[config.mk]
export PLATFORM = sky130hd
export DESIGN_NAME = copd_ctrl
export DESIGN_NICKNAME = d
export VERILOG_FILES = /design/src/rtl/core/copd_pkg.sv /design/src/rtl/core/copd_ctrl.sv
export VERILOG_INCLUDE_DIRS = /design/src /design/src/rtl/core
export SDC_FILE = /design/constraint.sdc
export NUM_CORES = 1
export LEC_CHECK = 0
export CAP_MARGIN = 10
export CORE_UTILIZATION = 55
export CTS_BUF_LIST = sky130_fd_sc_hd__clkbuf_8
export DETAILED_ROUTE_END_ITERATION = 12
export DONT_BUFFER_PORTS = 1
export PLACE_DENSITY_LB_ADDON = 0.08
export SLEW_MARGIN = 5
export SYNTH_ARGS = -nofsm -noshare
export SYNTH_HDL_FRONTEND = slang
export SYNTH_SLANG_ARGS = --single-unit
[constraint.sdc]
create_clock -name clk -period 1.6 [get_ports clk]
set_input_delay 0.16 -clock clk [delete_from_list [all_inputs] [get_ports clk]]
set_output_delay 0.16 -clock clk [all_outputs]
set_load 0.02 [all_outputs]
[src/rtl/core/clock_offset_pi_discipline_unit_defines.svh]
// ----------------------------------------------------------------------------
// Clock offset PI discipline: assertion macros
// Shared assertion forms; the using module provides clk and arst_n.
// ----------------------------------------------------------------------------
`ifndef CLOCK_OFFSET_PI_DISCIPLINE_UNIT_DEFINES_SVH
`define CLOCK_OFFSET_PI_DISCIPLINE_UNIT_DEFINES_SVH

// same-cycle implication
`define COPD_ASSERT_IMP(lbl, ante, cons) \
	lbl: assert property (@(posedge clk) disable iff (!arst_n) (ante) |-> (cons)) \
		else $error("copd assertion failed");

// next-cycle implication
`define COPD_ASSERT_NXT(lbl, ante, cons) \
	lbl: assert property (@(posedge clk) disable iff (!arst_n) (ante) |=> (cons)) \
		else $error("copd assertion failed");

`endif

[src/rtl/core/copd_pkg.sv]
// ----------------------------------------------------------------------------
// Clock offset PI discipline package
// Shared types, register indexes and datapath command codes.
// ----------------------------------------------------------------------------
package copd_pkg;

	localparam int unsigned MAX_INTERVAL = 16;

	// register indexes
	localparam logic [2:0] CFG_STEP_LIMIT    = 3'd0;
	localparam logic [2:0] CFG_STATS_ALPHA   = 3'd1;
	localparam logic [2:0] CFG_GAIN_PER_RMS  = 3'd2;
	localparam logic [2:0] CFG_GAIN_MAX      = 3'd3;
	localparam logic [2:0] CFG_GAIN_MIN      = 3'd4;
	localparam logic [2:0] CFG_INTEGRAL_RATE = 3'd5;
	localparam logic [2:0] CFG_TRIM_LIMIT    = 3'd6;

	// datapath operations
	localparam logic [4:0] OP_NONE   = 5'd0;
	localparam logic [4:0] OP_PREP   = 5'd1;
	localparam logic [4:0] OP_STEP   = 5'd2;
	localparam logic [4:0] OP_CAP_X2 = 5'd3;
	localparam logic [4:0] OP_CAP_D2 = 5'd4;
	localparam logic [4:0] OP_DIFF   = 5'd5;
	localparam logic [4:0] OP_VHI    = 5'd6;
	localparam logic [4:0] OP_VLO    = 5'd7;
	localparam logic [4:0] OP_MHI    = 5'd8;
	localparam logic [4:0] OP_MLO    = 5'd9;
	localparam logic [4:0] OP_MEAN   = 5'd10;
	localparam logic [4:0] OP_INIT   = 5'd11;
	localparam logic [4:0] OP_DEV    = 5'd12;
	localparam logic [4:0] OP_RMS    = 5'd13;
	localparam logic [4:0] OP_GAIN   = 5'd14;
	localparam logic [4:0] OP_PROP   = 5'd15;
	localparam logic [4:0] OP_INT    = 5'd16;
	localparam logic [4:0] OP_TRIM   = 5'd17;

	// multiplier operand selects
	localparam logic [3:0] MS_X2   = 4'd0;
	localparam logic [3:0] MS_D2   = 4'd1;
	localparam logic [3:0] MS_VHI  = 4'd2;
	localparam logic [3:0] MS_VLO  = 4'd3;
	localparam logic [3:0] MS_MHI  = 4'd4;
	localparam logic [3:0] MS_MLO  = 4'd5;
	localparam logic [3:0] MS_MEAN = 4'd6;
	localparam logic [3:0] MS_GAIN = 4'd7;
	localparam logic [3:0] MS_PROP = 4'd8;
	localparam logic [3:0] MS_INT  = 4'd9;

	typedef struct packed {
		logic [30:0] step_limit;
		logic [15:0] stats_alpha;
		logic [31:0] gain_per_rms;
		logic [15:0] gain_max;
		logic [15:0] gain_min;
		logic [15:0] integral_rate;
		logic [30:0] trim_limit;
	} cfg_t;

	typedef struct packed {
		logic       load;
		logic [4:0] op;
		logic [3:0] mul_sel;
		logic       sq_start;
		logic       sq_sel;
		logic       publish;
	} cmd_t;

	typedef struct packed {
		logic step;
		logic init;
		logic sq_done;
		logic sq_busy;
		logic out_free;
	} sts_t;

endpackage

[src/rtl/core/copd_ctrl.sv]
// ----------------------------------------------------------------------------
// Clock offset PI discipline controller
// Sequences the datapath through one update per accepted word.
// ----------------------------------------------------------------------------
`include "clock_offset_pi_discipline_unit_defines.svh"

module copd_ctrl (
	input  logic           clk,
	input  logic           arst_n,
	input  logic           in_valid,
	output logic           in_ready,
	input  copd_pkg::sts_t sts,
	output copd_pkg::cmd_t cmd
);

	localparam logic [4:0] S_IDLE  = 5'd0;
	localparam logic [4:0] S_CHECK = 5'd1;
	localparam logic [4:0] S_D2    = 5'd2;
	localparam logic [4:0] S_CD2   = 5'd3;
	localparam logic [4:0] S_DIF   = 5'd4;
	localparam logic [4:0] S_VH    = 5'd5;
	localparam logic [4:0] S_VL    = 5'd6;
	localparam logic [4:0] S_MH    = 5'd7;
	localparam logic [4:0] S_ML    = 5'd8;
	localparam logic [4:0] S_MN    = 5'd9;
	localparam logic [4:0] S_MNC   = 5'd10;
	localparam logic [4:0] S_WDEV  = 5'd11;
	localparam logic [4:0] S_WRMS  = 5'd12;
	localparam logic [4:0] S_INIT  = 5'd13;
	localparam logic [4:0] S_GN    = 5'd14;
	localparam logic [4:0] S_GC    = 5'd15;
	localparam logic [4:0] S_PR    = 5'd16;
	localparam logic [4:0] S_PC    = 5'd17;
	localparam logic [4:0] S_IN    = 5'd18;
	localparam logic [4:0] S_IC    = 5'd19;
	localparam logic [4:0] S_TR    = 5'd20;
	localparam logic [4:0] S_PUB   = 5'd21;

	logic [4:0] state_q;
	logic [4:0] state_d;

	always_comb begin
		state_d      = state_q;
		cmd          = '0;
		cmd.op       = copd_pkg::OP_NONE;
		cmd.mul_sel  = copd_pkg::MS_X2;
		in_ready     = 1'b0;
		case (state_q)
			S_IDLE: begin
				in_ready = 1'b1;
				if (in_valid) begin
					cmd.load = 1'b1;
					state_d  = S_CHECK;
				end
			end
			S_CHECK: begin
				if (sts.step) begin
					cmd.op  = copd_pkg::OP_STEP;
					state_d = S_PUB;
				end else begin
					cmd.op      = copd_pkg::OP_PREP;
					cmd.mul_sel = copd_pkg::MS_X2;
					state_d     = S_D2;
				end
			end
			S_D2: begin
				cmd.mul_sel = copd_pkg::MS_D2;
				cmd.op      = copd_pkg::OP_CAP_X2;
				state_d     = sts.init ? S_INIT : S_CD2;
			end
			S_CD2: begin
				cmd.op  = copd_pkg::OP_CAP_D2;
				state_d = S_DIF;
			end
			S_DIF: begin
				cmd.op  = copd_pkg::OP_DIFF;
				state_d = S_VH;
			end
			S_VH: begin
				cmd.mul_sel = copd_pkg::MS_VHI;
				state_d     = S_VL;
			end
			S_VL: begin
				cmd.mul_sel = copd_pkg::MS_VLO;
				cmd.op      = copd_pkg::OP_VHI;
				state_d     = S_MH;
			end
			S_MH: begin
				cmd.mul_sel = copd_pkg::MS_MHI;
				cmd.op      = copd_pkg::OP_VLO;
				state_d     = S_ML;
			end
			S_ML: begin
				cmd.mul_sel = copd_pkg::MS_MLO;
				cmd.op      = copd_pkg::OP_MHI;
				state_d     = S_MN;
			end
			S_MN: begin
				cmd.mul_sel = copd_pkg::MS_MEAN;
				cmd.op      = copd_pkg::OP_MLO;
				state_d     = S_MNC;
			end
			S_MNC: begin
				cmd.op       = copd_pkg::OP_MEAN;
				cmd.sq_start = 1'b1;
				cmd.sq_sel   = 1'b0;
				state_d      = S_WDEV;
			end
			S_WDEV: begin
				if (sts.sq_done) begin
					cmd.op       = copd_pkg::OP_DEV;
					cmd.sq_start = 1'b1;
					cmd.sq_sel   = 1'b1;
					state_d      = S_WRMS;
				end
			end
			S_WRMS: begin
				if (sts.sq_done) begin
					cmd.op  = copd_pkg::OP_RMS;
					state_d = S_GN;
				end
			end
			S_INIT: begin
				cmd.op  = copd_pkg::OP_INIT;
				state_d = S_GN;
			end
			S_GN: begin
				cmd.mul_sel = copd_pkg::MS_GAIN;
				state_d     = S_GC;
			end
			S_GC: begin
				cmd.op  = copd_pkg::OP_GAIN;
				state_d = S_PR;
			end
			S_PR: begin
				cmd.mul_sel = copd_pkg::MS_PROP;
				state_d     = S_PC;
			end
			S_PC: begin
				cmd.op  = copd_pkg::OP_PROP;
				state_d = S_IN;
			end
			S_IN: begin
				cmd.mul_sel = copd_pkg::MS_INT;
				state_d     = S_IC;
			end
			S_IC: begin
				cmd.op  = copd_pkg::OP_INT;
				state_d = S_TR;
			end
			S_TR: begin
				cmd.op  = copd_pkg::OP_TRIM;
				state_d = S_PUB;
			end
			S_PUB: begin
				// hold until the output word slot frees up
				if (sts.out_free) begin
					cmd.publish = 1'b1;
					state_d     = S_IDLE;
				end
			end
			default: state_d = S_IDLE;
		endcase
	end

	always_ff @(posedge clk or negedge arst_n) begin
		if (!arst_n) begin
			state_q <= S_IDLE;
		end else begin
			state_q <= state_d;
		end
	end

	`COPD_ASSERT_NXT(a_accept_leaves_idle, in_valid && in_ready, state_q != S_IDLE)
	`COPD_ASSERT_IMP(a_publish_slot_free, cmd.publish, sts.out_free)
	`COPD_ASSERT_IMP(a_idle_root_quiet, state_q == S_IDLE, !sts.sq_busy)
	`COPD_ASSERT_IMP(a_root_done_waited, sts.sq_done, state_q == S_WDEV || state_q == S_WRMS)

endmodule

==> results of run 1 <==
==> kinds of logic after synthesis <==
logic type                 after synthesis  share of synthesized area
DFF                                      5                     0.1645
and+or+nand+nor                         45                     0.3092
muxes                                    2                    0.03289
buffers and inverters                   16                    0.08718
xor gates and xnor gates                 1                    0.01152
AOI/OAI and AO/OA                       39                     0.3816
adders and majority gates                1                    0.01316
==> through the flow <==
stage	setup WS (ns)	std cells	instance area (um2)	TNS (ns)	util
after floorplan	0.02598	109	760.7	0	-
after global placement	0.006799	152	1017	0	0.7817
after detailed placement	-0.02244	152	1017	-0.03413	0.7817
after CTS	-0.07530	165	1220	-0.4672	0.9375
==> what timing repair did <==
item / in CTS
resized for setup: 24
hold buffers: 1
hold endpoints to repair: 5
setup buffers: 8
pin swaps: 7
setup endpoints to repair: 13
==> run_results.csv, run 1 <==
group,metric,value,unit
run_status,haltStage,"global routing (5_1_grt)",
yosys,synth.cell_area,760.7,um2
die,ios,22,
sta,endpoint_type,"primary output",
yosys,synth_warnings,0,
yosys,yosysTopAreaCell,"dfrtp_1",
global_routing,grt_max_degree,14,
die,initial_utilization,0.5846,
yosys,yosys-top-cells-count,"16 x nor2_1, 6 x a21oi_1, 6 x nand2_1, 6 x o21ai_0",
yosys,netlist_top_cells_area,"dfrtp_1 16%, nor2_1 7.9%, a21oi_1 3.9%",
clock_tree,cts_inserted_buffers,3,
yosys,synthFlopType,"dfrtp_1",
clock_tree,clock-sinks,5,
die,rows,13,
clock_tree,cts_max_level,1,
die,die_x,39.19,um
placed_design,dp_hpwl,1.826,mm
yosys,synth-seq-area-share,0.1645,
die,dieHeight,39.19,um
yosys,syn-num-nets,117,
clock_tree,cts_buffer_depth,2,
yosys,synth_cell_types,45,
yosys,synth-seq-cells,5,
yosys,yosys.area.top_type_share,0.1645,
clock_tree,cts_root_buffer,"clkbuf_8",
yosys,synth-edff-count,0,
sta,grt_worst_setup_endpoint,"cmd[8]",
yosys,syn_inst,109,
run_status,run.stop_error,"[ERROR DPL-0038] Utilization greater than 100%, impossible to legalize",
placed_design,gp_congestion,0.8651,
yosys,synth_async_sr_flop_share,1.000,
placed_design,port_buffers,0,
yosys,syn_avg_cell_area,6.979,um2
run_status,status,"did not finish",
yosys,yosysMostFrequentCell,"nor2_1",
==> run 2: changes to the inputs <==
--- a/config.mk
+++ b/config.mk
@@ -7,11 +7,11 @@
 export NUM_CORES = 1
 export LEC_CHECK = 0
 export CAP_MARGIN = 10
-export CORE_UTILIZATION = 55
-export CTS_BUF_LIST = sky130_fd_sc_hd__clkbuf_8
+export CORE_AREA = 2 2 63 65
 export DETAILED_ROUTE_END_ITERATION = 12
+export DIE_AREA = 0 0 65 67
 export DONT_BUFFER_PORTS = 1
-export PLACE_DENSITY_LB_ADDON = 0.08
+export PLACE_DENSITY_LB_ADDON = 0.15
 export SLEW_MARGIN = 5
 export SYNTH_ARGS = -nofsm -noshare
 export SYNTH_HDL_FRONTEND = slang
==> constraint.sdc (replaced) <==
create_clock -name clk -period 2.1 [get_ports clk]
set_input_delay 0.21 -clock clk [delete_from_list [all_inputs] [get_ports clk]]
set_output_delay 0.21 -clock clk [all_outputs]
set_load 0.02 [all_outputs]
==> run 2 against run 1 <==
  * Synthesized cell count is the same
  * The flow now finishes without violations
  * Synthesized area is the same
==> run_results.csv, run 2 <==
group,metric,value,unit
run_status,status,"complete, no violations",
die,rows,22,
drt,via_per_inst,4.957,
yosys,synthFlopType,"dfrtp_1",
final_layout,nFillCells,407,
final_layout,final_cell_mix,"16 x nor2_1, 9 x buf_4, 6 x o21ai_0, 6 x nand2_1, 6 x a21oi_1",
drt,wirelength,2.368,mm
sta,period_share,0.9352,
sta,relSlewSlack,0.7161,
setup_path,cp-start-kind,"flop",
drt,vias,808,
run,cap_violations,0,
yosys,yosys-top-cells-count,"16 x nor2_1, 6 x a21oi_1, 6 x nand2_1, 6 x o21ai_0",
clock_tree,clock-sinks,5,
drt,top_layer,"met4",
final_layout,largest_reg_flops,5,
yosys,syn_avg_cell_area,6.979,um2
clock_tree,cts_setup_buffers,0,
power_and_ir_drop,ir_worst_vdd,0.0003618,V
setup_path,slowest_stage,"dfrtp_1",
drt,drc_errors,0,
sta,holdWs,0.1199,ns
power_and_ir_drop,p_seq_frac,0.150,
yosys,synth_xor_area_frac,0.01151,
placed_design,post-place-ws,0.3055,ns
die,die_x,65,um
final_layout,drive_gt1_frac,0.1652,
global_routing,grt_first_pass_wirelength,3.864,mm
drt,firstDrtPassIters,4,
drt,ant_nets,0,
power_and_ir_drop,netSwitchingPower,1.003,mW
final_layout,diodes,0,
yosys,synth_cell_types,45,
global_routing,grt_pass1_vias,767,
setup_path,crit_path_cell_trace,"buf_4 > nand2_1 > o21ai_1 > a221oi_1 > o21ai_1 > buf_4",
yosys,yosys.area_share.adder,0.01316,
sta,min_period,1.964,ns
drt,dr_wl_met3,130,um
sta,fmax,509.2,MHz
final_layout,mostFrequentLayoutCell,"nor2_1",
sta,tightest_slew,0.4231,ns
yosys,synth_top_family_by_area,"compound AO/OA/AOI/OAI gates",
sta,setup_viol,0,
clock_tree,cts_tree,"yes",
yosys,synth-edff-count,0,
setup_path,arrival,1.75,ns
drt,m1WireLength,1.131,mm
die,initial_utilization,0.2110,
yosys,yosysMostFrequentCell,"nor2_1",
hold_path,worstHoldPathType,"primary input to flop",
power_and_ir_drop,fin_total_pwr,1.841,mW
clock_tree,clock_latency,0.22,ns
sta,hold_viol,0,
power_and_ir_drop,p_int,837.9,uW
sta,setup_tns,0,ns
final_layout,regMostFlops,"state_q",
clock_tree,cts_buffer_depth,2,
yosys,yosysTopAreaCell,"dfrtp_1",
drt,wl_per_cell,14.53,um
clock_tree,clk_pin_slew,0.03,ns
die,core-area,3606,um2
drt,first_iter_violations,109,
clock_tree,cts_root_buffer,"clkbuf_8",
yosys,synth-seq-area-share,0.1645,
setup_path,worstPathMaxFanout,12,
setup_path,max_stage_delay,0.57,ns
final_layout,regArea,125.1,um2
yosys,synth-simple-area-share,0.3092,
final_layout,fin_nets,124,
global_routing,gr-total-overflow,0,
yosys,yosys.area.top_type_share,0.1645,
yosys,syn_inst,109,
clock_tree,cts_inserted_buffers,3,
placed_design,dp_hpwl,1.823,mm
setup_path,crit_required,1.89,ns
final_layout,final_util,0.2561,
placed_design,port_buffers,0,
clock_tree,cts_resized,0,
global_routing,grt_max_degree,21,
die,ios,22,
final_layout,reg_top3,"state_q: 5 flops",
power_and_ir_drop,combPwrFrac,0.756,
die,dieArea,4355,um2
global_routing,antenna_found_initial,0,
yosys,netlist_top_cells_area,"dfrtp_1 16%, nor2_1 7.9%, a21oi_1 3.9%",
yosys,syn-num-nets,117,
setup_path,crit_type,"flop to output pin",
setup_path,reg2reg_depth,4,
setup_path,path_depth,6,
power_and_ir_drop,leakagePower,0.3905,nW
hold_path,worstHoldPathCells,1,
final_layout,multi_input_area,569.3,um2
yosys,synth-seq-cells,5,
yosys,synth_async_sr_flop_share,1.000,
setup_path,worst-path-buf-inv,2,
power_and_ir_drop,p_clk_frac,0.094,
yosys,muxShareOfSynthArea,0.03289,
sta,fin_ws,0.1360,ns
yosys,synth_compound_area_frac,0.3816,
sta,grt_setup_unrepaired,"no",
yosys,synth_warnings,0,
setup_path,cp_top_family,"flip-flops",
final_layout,syn_to_final_growth,21.38,%
power_and_ir_drop,powerDensity,1994,nW/um2
sta,fin_skew,0.001169,ns
placed_design,gp_congestion,0.7734,
power_and_ir_drop,sw_frac_of_total,0.5449,
clock_tree,cts_max_level,1,
sta,maxSlewViolCount,0,
yosys,synth.cell_area,760.7,um2
die,dieHeight,67,um
global_routing,grt_use_total,0.1140,
drt,wl_met2,1.092,mm
setup_path,worstSetupEndpointType,"output pin",
run 2: cell counts after synthesis:
Identical to the previous run, type by type.
run 2: kinds of logic after synthesis:
group	after synthesis
simple gates	45
compound gates	39
buf+inv	16
flops	5
mux	2
xor+xnor	1
fa+ha+maj	1
run 2: worst reg2reg max path: cells and delay by family (launching register included):
family	cells	cell delay (ns)
compound gates	1	0.24
flops	1	0.57
simple gates	2	0.54
mux	1	0.33
run 2: area by class of cell:
type,count,area share
Multi-Input combinational cell,88,0.6165
Sequential cell,5,0.1355
Timing Repair Buffer,11,0.1057
Tap cell,48,0.06504
Clock buffer,4,0.04878
Inverter,7,0.02846
run 2: path summary, 6_finish.rpt:
check	startpoint	end	slack, ns
worst max-delay path	state_q[0]	cmd[7]	0.14
worst min-delay path	sts[2]	state_q[1]	0.12
worst max register to register	state_q[0]	state_q[2]	0.31
worst min register to register	state_q[4]	state_q[3]	0.63
max in group asynchronous	arst_n	state_q[1]	1.64
min in group asynchronous	arst_n	state_q[3]	0.28
run 2: power groups by stage:
| stage | Combinational [mW] | Sequential [mW] | Clock (mW) |
|---|---|---|---|
| finish | 1.39 | 0.276 | 0.173 |
| global route | 1.52 | 0.288 | 0.187 |
| CTS | 1.40 | 0.276 | 0.177 |
| detailed placement | 1.39 | 0.275 | 0 |
| global placement | 1.40 | 0.273 | 0 |
| floorplan | 1.10 | 0.194 | 0 |
run 2: timing repair:
item                                    4_1_cts  5_1_grt
hold buffers                                  1        0
endpoints found under the setup margin        0        0
endpoints found under the hold margin         5        0
run 2: layer usage:
metal,vias to the layer above,track usage
li1,416,-
met1,376,0.1455
met2,14,0.1817
met3,2,0.03885
met4,0,0.03191
met5,-,0
run 2: per-stage QoR:
step | cells | cell area, um2
after floorplan | 109 | 760.7
after global placement | 158 | 868.3
after detailed placement | 158 | 868.3
after CTS | 163 | 923.4
after global routing | 163 | 923.4
final | 163 | 923.4
No activity file was read; power rests on OpenSTA's default activity.
